--- config.mk ---
export PLATFORM = sky130hd
export DESIGN_NAME = utf8_stream_validator
export DESIGN_NICKNAME = d
export VERILOG_FILES = /design/src/hdl/utf8v_pkg.sv /design/src/hdl/utf8v_step.sv /design/src/hdl/utf8v_rsp_reg.sv /design/src/hdl/utf8_stream_validator.sv
export SDC_FILE = /design/constraint.sdc
export NUM_CORES = 1
export LEC_CHECK = 0
export ABC_AREA = 1
export BUFFER_PORTS_ARGS = -buffer_cell sky130_fd_sc_hd__buf_2
export CAP_MARGIN = 0
export CORE_ASPECT_RATIO = 1.1
export CORE_MARGIN = 1.5
export CORE_UTILIZATION = 30
export CTS_BUF_LIST = sky130_fd_sc_hd__clkbuf_8
export CTS_CLUSTER_SIZE = 24
export DETAILED_ROUTE_END_ITERATION = 12
export GPL_TIMING_DRIVEN = 0
export PLACE_DENSITY = 0.57
export SETUP_SLACK_MARGIN = 0.2
export SLEW_MARGIN = 10
export SYNTH_ARGS = -nofsm -noshare
export SYNTH_HDL_FRONTEND = slang
export SYNTH_SLANG_ARGS = --single-unit
--- constraint.sdc ---
create_clock -name clock -period 2.8 [get_ports clock]
set_clock_uncertainty 0.05 [all_clocks]
set_input_delay 0.56 -clock clock [delete_from_list [all_inputs] [get_ports clock]]
set_output_delay 0.56 -clock clock [all_outputs]
set_load 0.03 [all_outputs]
--- src/hdl/utf8v_pkg.sv ---
// utf8v_pkg: types and constants shared by the UTF-8 stream validator.
// Used by utf8v_step, utf8v_rsp_reg and utf8_stream_validator.
// No dependencies.
package utf8v_pkg;

   localparam int unsigned CP_W = 21;

   // lead byte classes: (byte & mask) == code
   localparam logic [7:0] ASCII_LIMIT = 8'h80;
   localparam logic [7:0] LEAD2_MASK  = 8'hE0;
   localparam logic [7:0] LEAD2_CODE  = 8'hC0;
   localparam logic [7:0] LEAD3_MASK  = 8'hF0;
   localparam logic [7:0] LEAD3_CODE  = 8'hE0;
   localparam logic [7:0] LEAD4_MASK  = 8'hF8;
   localparam logic [7:0] LEAD4_CODE  = 8'hF0;
   localparam logic [7:0] CONT_MASK   = 8'hC0;
   localparam logic [7:0] CONT_CODE   = 8'h80;

   // sequence lengths, counted in continuation bytes
   localparam logic [1:0] SEQ_NONE = 2'd0;
   localparam logic [1:0] SEQ_TWO  = 2'd1;
   localparam logic [1:0] SEQ_THREE = 2'd2;
   localparam logic [1:0] SEQ_FOUR = 2'd3;

   // shortest legal code point per sequence length
   localparam logic [CP_W-1:0] FLOOR_TWO   = 21'h00080;
   localparam logic [CP_W-1:0] FLOOR_THREE = 21'h00800;
   localparam logic [CP_W-1:0] FLOOR_FOUR  = 21'h10000;
   localparam logic [CP_W-1:0] CP_MAX      = 21'h10FFFF;
   localparam logic [CP_W-1:0] SURR_LO     = 21'h0D800;
   localparam logic [CP_W-1:0] SURR_HI     = 21'h0DFFF;

   typedef struct packed {
      logic [1:0]      pending;
      logic [1:0]      seq_len;
      logic [CP_W-1:0] cp;
      logic            error;
   } state_type;

   typedef struct packed {
      logic [7:0] data_byte;
      logic       last_byte;
      logic       empty_span;
   } req_type;

   typedef struct packed {
      logic error_seen;
      logic span_end;
      logic span_valid;
   } rsp_type;

endpackage

--- src/hdl/utf8v_step.sv ---
// utf8v_step: combinational decode of one byte against the running state.
// Produces the next decoder state and the result beat. Depends on utf8v_pkg.
module utf8v_step
   import utf8v_pkg::*;
(
   input  state_type st,
   input  req_type   req,
   output state_type st_next,
   output rsp_type   rsp
);

   logic [7:0]      b;
   logic [CP_W-1:0] cp_acc;
   logic [CP_W-1:0] floor_value;
   logic [1:0]      pend_dec;
   logic            closing;
   logic            verdict_ok;
   state_type       nx;

   assign b = req.data_byte;
   assign cp_acc = {st.cp[CP_W-7:0], b[5:0]};
   assign pend_dec = st.pending - 2'd1;

   always_comb begin
      case (st.seq_len)
         SEQ_TWO:   floor_value = FLOOR_TWO;
         SEQ_THREE: floor_value = FLOOR_THREE;
         default:   floor_value = FLOOR_FOUR;
      endcase
   end

   always_comb begin
      nx = st;
      if (!st.error) begin
         if (st.pending == 2'd0) begin
            if (b == 8'h00) begin
               nx.error = 1'b1;
            end else if (b < ASCII_LIMIT) begin
               nx = st;
            end else if ((b & LEAD2_MASK) == LEAD2_CODE) begin
               nx.cp      = {16'd0, b[4:0]};
               nx.seq_len = SEQ_TWO;
               nx.pending = SEQ_TWO;
            end else if ((b & LEAD3_MASK) == LEAD3_CODE) begin
               nx.cp      = {17'd0, b[3:0]};
               nx.seq_len = SEQ_THREE;
               nx.pending = SEQ_THREE;
            end else if ((b & LEAD4_MASK) == LEAD4_CODE) begin
               nx.cp      = {18'd0, b[2:0]};
               nx.seq_len = SEQ_FOUR;
               nx.pending = SEQ_FOUR;
            end else begin
               nx.error = 1'b1;
            end
         end else if ((b & CONT_MASK) != CONT_CODE) begin
            nx.error = 1'b1;
         end else begin
            nx.cp      = cp_acc;
            nx.pending = pend_dec;
            if (pend_dec == 2'd0) begin
               // sequence complete: overlong, out of range, surrogate
               if (cp_acc < floor_value || cp_acc > CP_MAX ||
                   (cp_acc >= SURR_LO && cp_acc <= SURR_HI)) begin
                  nx.error = 1'b1;
               end
               nx.cp      = '0;
               nx.seq_len = SEQ_NONE;
            end
         end
      end
   end

   // an empty-span beat closes on the state as it stands, without the byte
   assign closing = req.empty_span || req.last_byte;
   assign verdict_ok = req.empty_span ? (!st.error && st.pending == 2'd0)
                                      : (!nx.error && nx.pending == 2'd0);

   assign rsp.error_seen = closing ? !verdict_ok : nx.error;
   assign rsp.span_end   = closing;
   assign rsp.span_valid = closing && verdict_ok;

   assign st_next = closing ? '0 : nx;

endmodule

--- src/hdl/utf8v_rsp_reg.sv ---
// utf8v_rsp_reg: result register on the master side of the validator.
// Holds one result beat until taken. Depends on utf8v_pkg.
module utf8v_rsp_reg
   import utf8v_pkg::*;
(
   input  logic    clock,
   input  logic    reset,
   input  logic    load,
   input  rsp_type rsp_in,
   input  logic    out_ready,
   output logic    out_valid,
   output rsp_type rsp_out,
   output logic    can_load
);

   logic    valid_ff;
   logic    valid_in;
   rsp_type data_ff;

   assign can_load = !valid_ff || out_ready;
   assign valid_in = load || (valid_ff && !out_ready);

   always_ff @(posedge clock) begin
      if (reset) begin
         valid_ff <= 1'b0;
      end else begin
         valid_ff <= valid_in;
      end
   end

   always_ff @(posedge clock) begin
      if (load) begin
         data_ff <= rsp_in;
      end
   end

   assign out_valid = valid_ff;
   assign rsp_out   = data_ff;

endmodule

--- src/hdl/utf8_stream_validator.sv ---
// utf8_stream_validator: UTF-8 span checker, one byte per beat, top level.
// An accepted req beat reaches its rsp beat through the input register, decode
// and the result register. Throughput: one beat per cycle while rsp_tready is
// high, set by the decoder state update: a single short decode between registers.
// Reset (synchronous, active high) empties both registers and clears decode state.
// Depends on utf8v_pkg, utf8v_step, utf8v_rsp_reg.
module utf8_stream_validator
   import utf8v_pkg::*;
(
   input  logic       clock,
   input  logic       reset,
   // input stream
   input  logic       req_tvalid,
   output logic       req_tready,
   input  logic [7:0] req_tdata,   // [7:0] data_byte
   input  logic       req_tlast,   // last_byte
   input  logic       req_tuser,   // [0] empty_span
   // result stream
   output logic       rsp_tvalid,
   input  logic       rsp_tready,
   output logic [7:0] rsp_tdata,   // [0] error_seen, [1] span_valid, [7:2] zero
   output logic       rsp_tlast    // span_end
);

   // input register
   logic      in_valid_ff;
   logic      in_valid_in;
   req_type   in_req_ff;
   logic      in_take;
   logic      advance;

   // decoder state
   state_type st_ff;
   state_type st_in;
   state_type st_step;

   rsp_type   step_rsp;
   rsp_type   out_rsp;
   logic      out_can_load;

   // The held byte moves into decode once the result register has room; the
   // input register refills in the same cycle, so the stream never bubbles.
   assign advance     = in_valid_ff && out_can_load;
   assign req_tready  = !in_valid_ff || advance;
   assign in_take     = req_tvalid && req_tready;
   assign in_valid_in = in_take || (in_valid_ff && !advance);

   always_ff @(posedge clock) begin
      if (reset) begin
         in_valid_ff <= 1'b0;
      end else begin
         in_valid_ff <= in_valid_in;
      end
   end

   always_ff @(posedge clock) begin
      if (in_take) begin
         in_req_ff <= '{data_byte: req_tdata, last_byte: req_tlast,
                        empty_span: req_tuser};
      end
   end

   utf8v_step u_step (
      .st      (st_ff),
      .req     (in_req_ff),
      .st_next (st_step),
      .rsp     (step_rsp)
   );

   // state only moves when its beat is committed to the result register
   assign st_in = advance ? st_step : st_ff;

   always_ff @(posedge clock) begin
      if (reset) begin
         st_ff <= '0;
      end else begin
         st_ff <= st_in;
      end
   end

   utf8v_rsp_reg u_rsp_reg (
      .clock     (clock),
      .reset     (reset),
      .load      (advance),
      .rsp_in    (step_rsp),
      .out_ready (rsp_tready),
      .out_valid (rsp_tvalid),
      .rsp_out   (out_rsp),
      .can_load  (out_can_load)
   );

   assign rsp_tdata = {6'd0, out_rsp.span_valid, out_rsp.error_seen};
   assign rsp_tlast = out_rsp.span_end;

`ifndef SYNTHESIS
   // a span that closes leaves the decoder clean for the next one
   a_clear_on_close: assert property (@(posedge clock) disable iff (reset)
      advance && step_rsp.span_end |=> st_ff == '0)
      else $error("decoder state not cleared after span end");

   // verdict and error flag agree at span end; no verdict mid-span
   a_verdict: assert property (@(posedge clock) disable iff (reset)
      rsp_tvalid |-> (out_rsp.span_end ? (out_rsp.span_valid != out_rsp.error_seen)
                                       : !out_rsp.span_valid))
      else $error("span verdict inconsistent");

   // pending count never exceeds the length of the open sequence
   a_pending: assert property (@(posedge clock) disable iff (reset)
      st_ff.pending != 2'd0 |-> st_ff.seq_len >= st_ff.pending)
      else $error("pending continuations exceed sequence length");

   // error is sticky until the span closes
   a_sticky: assert property (@(posedge clock) disable iff (reset)
      st_ff.error && !(advance && step_rsp.span_end) |=> st_ff.error)
      else $error("error flag dropped inside a span");

   // a decoded beat reports any error already held in the state
   a_err_report: assert property (@(posedge clock) disable iff (reset)
      advance && st_ff.error |-> step_rsp.error_seen)
      else $error("held error not reported");
`endif

endmodule
==> results of run 1 <==
## critical path, stage by stage, from the launching register on
cell     delay, ns
dfxtp_1       0.34
inv_1         0.07
ha_1          0.28
inv_1         0.04
ha_1          0.29
nand2_1       0.05
o21ai_0       0.14
nor2_1        0.05
nand2_1       0.06
nand3_1       0.09
nand2_1       0.10
nand2_1       0.08
nor2_1        0.09
nor2_1        0.05
## metrics by stage
| stage | power (mW) | hold slack, ns | area, um^2 | std cells | setup slack [ns] |
|---|---|---|---|---|---|
| finish | 1.094 | 0.3848 | 2202 | 348 | 0.7831 |
| CTS | 1.106 | 0.3784 | 2202 | 348 | 0.7760 |
| floorplan | 0.6922 | 0.3934 | 1921 | 242 | 0.9791 |
| detailed placement | 0.7304 | 0.4079 | 2111 | 340 | 0.7933 |
| global placement | 0.7296 | 0.4022 | 2111 | 340 | 0.8009 |
| global route | 1.143 | 0.3734 | 2202 | 348 | 0.5234 |
## sequential cells by signal, indices dropped and copies added (netlist names)
name and count:
in_req_ff 10, in_valid_ff 1, st_ff 20, u_rsp_reg.out_valid 1, u_rsp_reg.rsp_out 3
## layout make-up
cell class,count,area share
clock buffer,6,0.03750
multi-input combinational,164,0.4011
sequential,35,0.3773
clock inverter,2,0.003977
tap,80,0.04545
buffer,12,0.03807
timing repair buffer,18,0.04091
inverter,31,0.05568
## logic make-up after synthesis
logic type | Yosys count | share of synthesized area
AND/OR/NAND/NOR | 111 | 0.2790
flip-flops | 35 | 0.4368
AO/OA/AOI/OAI | 41 | 0.1342
buffers and inverters | 43 | 0.1085
other | 1 | 0.001972
adder cells (fa/ha/maj) | 6 | 0.03947
## routing by layer
layer  part of all wire  routed length, um  up-vias
li1                   -                  -      829
met1               0.47               1745      705
met2               0.47               1761       25
met3              0.029                109        9
met4              0.032                119        0
met5                  0                  0        -
## where the power goes
part | leakage [nW] | internal [mW] | switching, mW
Combinational | 0.595 | 0.0546 | 0.0968
Sequential | 0.304 | 0.551 | 0.0156
Clock | 0.0524 | 0.195 | 0.182
## worst paths after layout
| check | start | depth (start not counted) | slack (ns) | endpoint |
|---|---|---|---|---|
| setup reg to reg | st_ff[22]$_SDFFE_PP0P_ | 13 | 0.78 | u_rsp_reg.rsp_out[2]$_DFFE_PP_ |
| hold reg to reg | st_ff[13]$_SDFFE_PP0P_ | 2 | 0.42 | st_ff[13]$_SDFFE_PP0P_ |
| setup / recovery | st_ff[22]$_SDFFE_PP0P_ | 13 | 0.78 | u_rsp_reg.rsp_out[2]$_DFFE_PP_ |
| hold / removal | req_tdata[6] | 1 | 0.38 | in_req_ff[8]$_DFFE_PP_ |
## cells in the mapped netlist, types with 3 or more instances
| library cell | instances | share of area |
|---|---|---|
| edfxtp_1 | 13 | 0.21 |
| a211oi_2 | 4 | 0.026 |
| nor2_1 | 24 | 0.047 |
| a21oi_1 | 25 | 0.066 |
| nand3_1 | 23 | 0.061 |
| nand2_1 | 46 | 0.091 |
| nand4_1 | 4 | 0.013 |
| ha_1 | 6 | 0.039 |
| buf_4 | 8 | 0.032 |
| nand2_2 | 3 | 0.0099 |
| dfxtp_1 | 22 | 0.23 |
| o21ai_0 | 4 | 0.011 |
| inv_1 | 29 | 0.057 |
==> results.ini, run 1 <==
[clock_network]
clkLatencyLatePin_ns = 0.29
clkSlewWorstSetupHoldPaths_ns = 0.07
h-tree-depth = 2
cts_hold_buf = 0
clock-sinks = 35
cts_tree = yes
cts_made_buffers = 5
clockRootBuffer = clkbuf_8
post_cts_buffers = 0
ctsResizeCount = 0
cts_buffer_depth = 2

[die]
dieWidth_um = 78.92
rows = 30
io_pins = 25
die_y_um = 86.51
start_util = 0.3089
core_area_mm2 = 0.006156
die_area_mm2 = 0.006827

[global_route]
grtUsageMet1 = 0.1473
grt_max_degree = 12
grt_pass1_wl_mm = 6.541
grt.busiest_layer = met2
grt_util_met2 = 0.2108
met3_usage = 0.02842
grt_remaining_overflow = 0
grt_pass1_vias = 1484
antenna_found_initial = 0
grt.total_usage = 0.1264

[layout]
register_area_um2 = 830.8
n_antenna_cell = 0
post-route-util = 0.3577
layout.nets = 287
drive_above_1_share = 0.1978
fill_cells = 660
final_cell_mix = nand2_1, inv_1, a21oi_1
layout_commonest_cell = nand2_1
area_delta_synth_final_pct = 15.79
multi_input_area_um2 = 883.3

[routing]
detail-route-antenna-nets = 0
drcViolationCount = 0
drt-vias-per-instance = 4.506
route.vias.total = 1568
wire_per_inst_um = 10.73
first_pass_iters = 4
drt-initial-drc-count = 41
wl_mm = 3.735

[timing]
final_hold_viol_count = 0
setup_violations = 0
slew_viol_final = 0
fin_tns_setup_ns = 0
max_freq_mhz = 495.8
finalCriticalPeriod_ns = 2.017
rsz0062_at_grt = false
fin_crit_sh = 0.7203
tightestPinTransition_ns = 0.5808
slew_headroom = 0.6128

[job]
cap_viol_max_count = 0

[critical_path]
crit_type = register to register
cp.arrival_ns = 2.02
endpoint_kind = register
critPathMaxFanout = 3
startpoint_type = register
crit_required_ns = 2.80

[synthesis]
syn_area_mm2 = 0.001902
synth.distinct_cells = 32
synth_seq_area_share = 0.4368
synth_edf_count = 13
avgSynthCellArea_um2 = 8.025
yosys_warnings = 0
synth_ff_type = dfxtp_1
synth-async-reset-ratio = 0
ys_seq_elements = 35
synthCells = 237

[pwr]
powerDensity_mw_per_mm2 = 496.9
irDropWorstVdd_mv = 0.2021
p_leak_nw = 0.9518

[placed_design]
dpl.hpwl_mm = 2.873
port_buffers = 18
gp_congestion = 0.7728

[hold_path]
holdCritPathClass = primary input to register

[run_status]
outcome = finished clean

(Power assumes the default switching activity.)
==> run 2, diff against run 1 <==
PLACE_DENSITY = 0.59   (was 0.57)
clock period = 1.64 ns   (was 2.8 ns; I/O delays follow)
==> run 2 against run 1 <==
  * The run now ends with setup timing left
  * Worst setup slack got worse by 1.0 ns
  * Routed wire length rose by 28%
  * Register-to-register slack got worse by 1.0 ns
  * Largest cell class unchanged
  * Combinational power rose to 2.5 times the previous value
  * Sequential power rose by 71%
  * Non-clock buffer count rose by 27
  * Highest routed layer unchanged
  * Global-route usage rose by 2.1 points
  * Critical endpoint unchanged
  * Worst hold slack got worse by 0.23 ns
  * Core utilization rose by 9.8 points
  * Clock power rose by 66%
  * Power rose by 81%
  * Critical path type unchanged
  * Final cell count rose by 7.8%
==> results.ini, run 2 (synthesized netlist as in run 1, its figures left out) <==
[global_route]
grt_pass1_wl_mm = 7.672  ; +17%
grt_pass1_vias = 1695  ; +14%
grt.total_usage = 0.1469  ; +0.02058
grt_max_degree = 12  ; unchanged
grt_remaining_overflow = 0  ; unchanged
antenna_found_initial = 0  ; unchanged

[placed_design]
dpl.cell_count = 340  ; unchanged
dpl.hpwl_mm = 3.059  ; +6.5%
dpl_cell_area_mm2 = 0.002166  ; +2.6%
port_buffers = 18  ; unchanged
gp_congestion = 0.8008  ; +3.6%

[run_status]
violations = setup timing
outcome = finished with violations

[critical_path]
cp.arrival_ns = 1.91  ; -0.11 ns
critPathSlowestCell = dfxtp_2
crit_required_ns = 1.65  ; -1.15 ns
path_common_cell = nor2_1
crit_type = register to register
slowest_delay_ns = 0.34  ; about the same
reg2reg_from = st_ff[22]$_SDFFE_PP0P_
cp_cell_sequence = inv_2 > ha_4 > inv_2 > ha_4 > nand3_1 > nor2_1 > nand2_1 > nand2_1 > nand3_2 > nand2_2 > nand2_2 > nor2_1 > nor2_1
critPathMaxFanout = 3  ; unchanged
endpoint_kind = register
r2r_slack_ns = -0.26  ; -1.05 ns
r2r-end = u_rsp_reg.rsp_out[2]$_DFFE_PP_
startpoint_type = register
reg2reg_depth = 13  ; unchanged

[clock_network]
cts_tree = yes
cts_buffer_depth = 2  ; unchanged
cts_made_buffers = 5  ; unchanged
clkSlewWorstSetupHoldPaths_ns = 0.08  ; about the same
clockRootBuffer = clkbuf_8
clock-sinks = 35  ; unchanged
clkLatencyLatePin_ns = 0.30  ; about the same
h-tree-depth = 2  ; unchanged
cts_hold_buf = 0  ; unchanged

[routing]
detail-route-antenna-nets = 0  ; unchanged
first_pass_iters = 4  ; unchanged
wire_per_inst_um = 12.79  ; +19%
drt-vias-per-instance = 4.632  ; +2.8%
drcViolationCount = 0  ; unchanged
drt-initial-drc-count = 64  ; +56%
route.vias.total = 1737  ; +11%
wl_mm = 4.797  ; +28%

[timing]
setup_violations = 17  ; +17
tightestPinTransition_ns = 0.6995  ; +0.1187 ns
rsz0062_at_grt = true
fin_crit_sh = 1.160  ; +0.4395
slew_viol_final = 0  ; unchanged
final_hold_viol_count = 0  ; unchanged
fin_ws_ns = -0.2621  ; -1.045 ns
finalCriticalPeriod_ns = 1.902  ; -0.1148 ns
whs_ns = 0.1498  ; -0.2350 ns
slew_headroom = 0.5337  ; -0.07914
max_freq_mhz = 525.7  ; +6.0%

[hold_path]
holdCritPathClass = primary input to register
min_to = in_req_ff[3]$_DFFE_PP_
hp-start = req_tdata[1]
hold_depth = 1  ; unchanged

[die]
start_util = 0.3089  ; unchanged
io_pins = 25  ; unchanged
dieWidth_um = 78.92  ; unchanged
die_area_mm2 = 0.006827  ; unchanged
die_y_um = 86.51  ; unchanged
rows = 30  ; unchanged
core_area_mm2 = 0.006156  ; unchanged

[job]
cap_viol_max_count = 0  ; unchanged

[pwr]
power.total_mw = 1.980  ; +81%
irDropWorstVdd_mv = 0.3718  ; +84%
powerDensity_mw_per_mm2 = 706.2  ; +42%
p_leak_nw = 1.134  ; +19%

[layout]
stdcell_area_mm2 = 0.002804  ; +27%
n_antenna_cell = 0  ; unchanged
post-route-util = 0.4555  ; +0.09776
final_cell_mix = nand2_1, buf_4, inv_1, nor2_1, buf_2
area_delta_synth_final_pct = 47.43
layout.nets = 314  ; +9.4%
drive_above_1_share = 0.4814  ; +0.2836
instances_no_fill = 375  ; +7.8%
largest-register = st_ff
layout_commonest_cell = nand2_1
largest_reg_flops = 20  ; unchanged

## run 2: cell count changes in the layout (fill, tap and decap cells not counted), sizes merged
cell and change:
clkinv +1, clkbuf -1, clkinvlp +1, inv -1, buf +27
## run 2: worst max-delay path, delay by kind of cell, from the launching register on
| kind | cells | cell delay, ns |
|---|---|---|
| adders and majority gates | 2 | 0.53 |
| and+or+nand+nor | 9 | 0.66 |
| DFF | 1 | 0.34 |
| buffers and inverters | 2 | 0.09 |
## run 2: what timing repair did
item / CTS / global route
buffers inserted: 17 / 7
cloned: 3 / 0
resized for setup: 39 / 43
endpoints found under the hold margin: 0 / 0
endpoints found under the setup margin: 21 / 22
pin swaps: 21 / 29
## run 2: routing by layer
| layer | routed length (um) | track usage | vias to the layer above |
|---|---|---|---|
| met5 | 0 | 0 | - |
| met4 | 106 | 0.06380 | 0 |
| met3 | 111 | 0.02526 | 11 |
| met2 | 2600 | 0.2821 | 26 |
| met1 | 1978 | 0.1563 | 809 |
| li1 | - | - | 891 |
## run 2: final cells by class
type,count,area [um^2]
clock inverters,3,16.27
clock buffers,5,68.82
fillers,608,3352
multi-input cells,164,1175
flip-flops and latches,35,839.6
plain buffers,12,101.3
well taps,80,100.1
repair buffers,45,361.6
inverters,31,141.4
## run 2: per-stage QoR
step,setup TNS (ns),setup slack [ns]
global placement,-0.7427,-0.2846
finish,-1.363,-0.2621
CTS,-0.5394,-0.2392
floorplan,-0.2313,-0.1296
global route,-2.626,-0.3901
detailed placement,-0.8093,-0.2947
## run 2: power breakdown
| part | switching [mW] | internal [mW] | leakage, nW |
|---|---|---|---|
| clock network | 0.335 | 0.291 | 0.0453 |
| logic | 0.220 | 0.164 | 0.782 |
| registers | 0.0307 | 0.940 | 0.307 |
| total | 0.586 | 1.39 | 1.13 |
## run 2: worst max path at each step
stage | startpoint | end | slack [ns]
detailed placement | st_ff[22]$_SDFFE_PP0P_ | u_rsp_reg.rsp_out[2]$_DFFE_PP_ | -0.29
CTS | st_ff[22]$_SDFFE_PP0P_ | u_rsp_reg.rsp_out[2]$_DFFE_PP_ | -0.24
global placement | st_ff[22]$_SDFFE_PP0P_ | u_rsp_reg.rsp_out[2]$_DFFE_PP_ | -0.28
global route | st_ff[22]$_SDFFE_PP0P_ | u_rsp_reg.rsp_out[2]$_DFFE_PP_ | -0.39
finish | st_ff[22]$_SDFFE_PP0P_ | u_rsp_reg.rsp_out[2]$_DFFE_PP_ | -0.26
floorplan | st_ff[22]$_SDFFE_PP0P_ | u_rsp_reg.rsp_out[2]$_DFFE_PP_ | -0.13
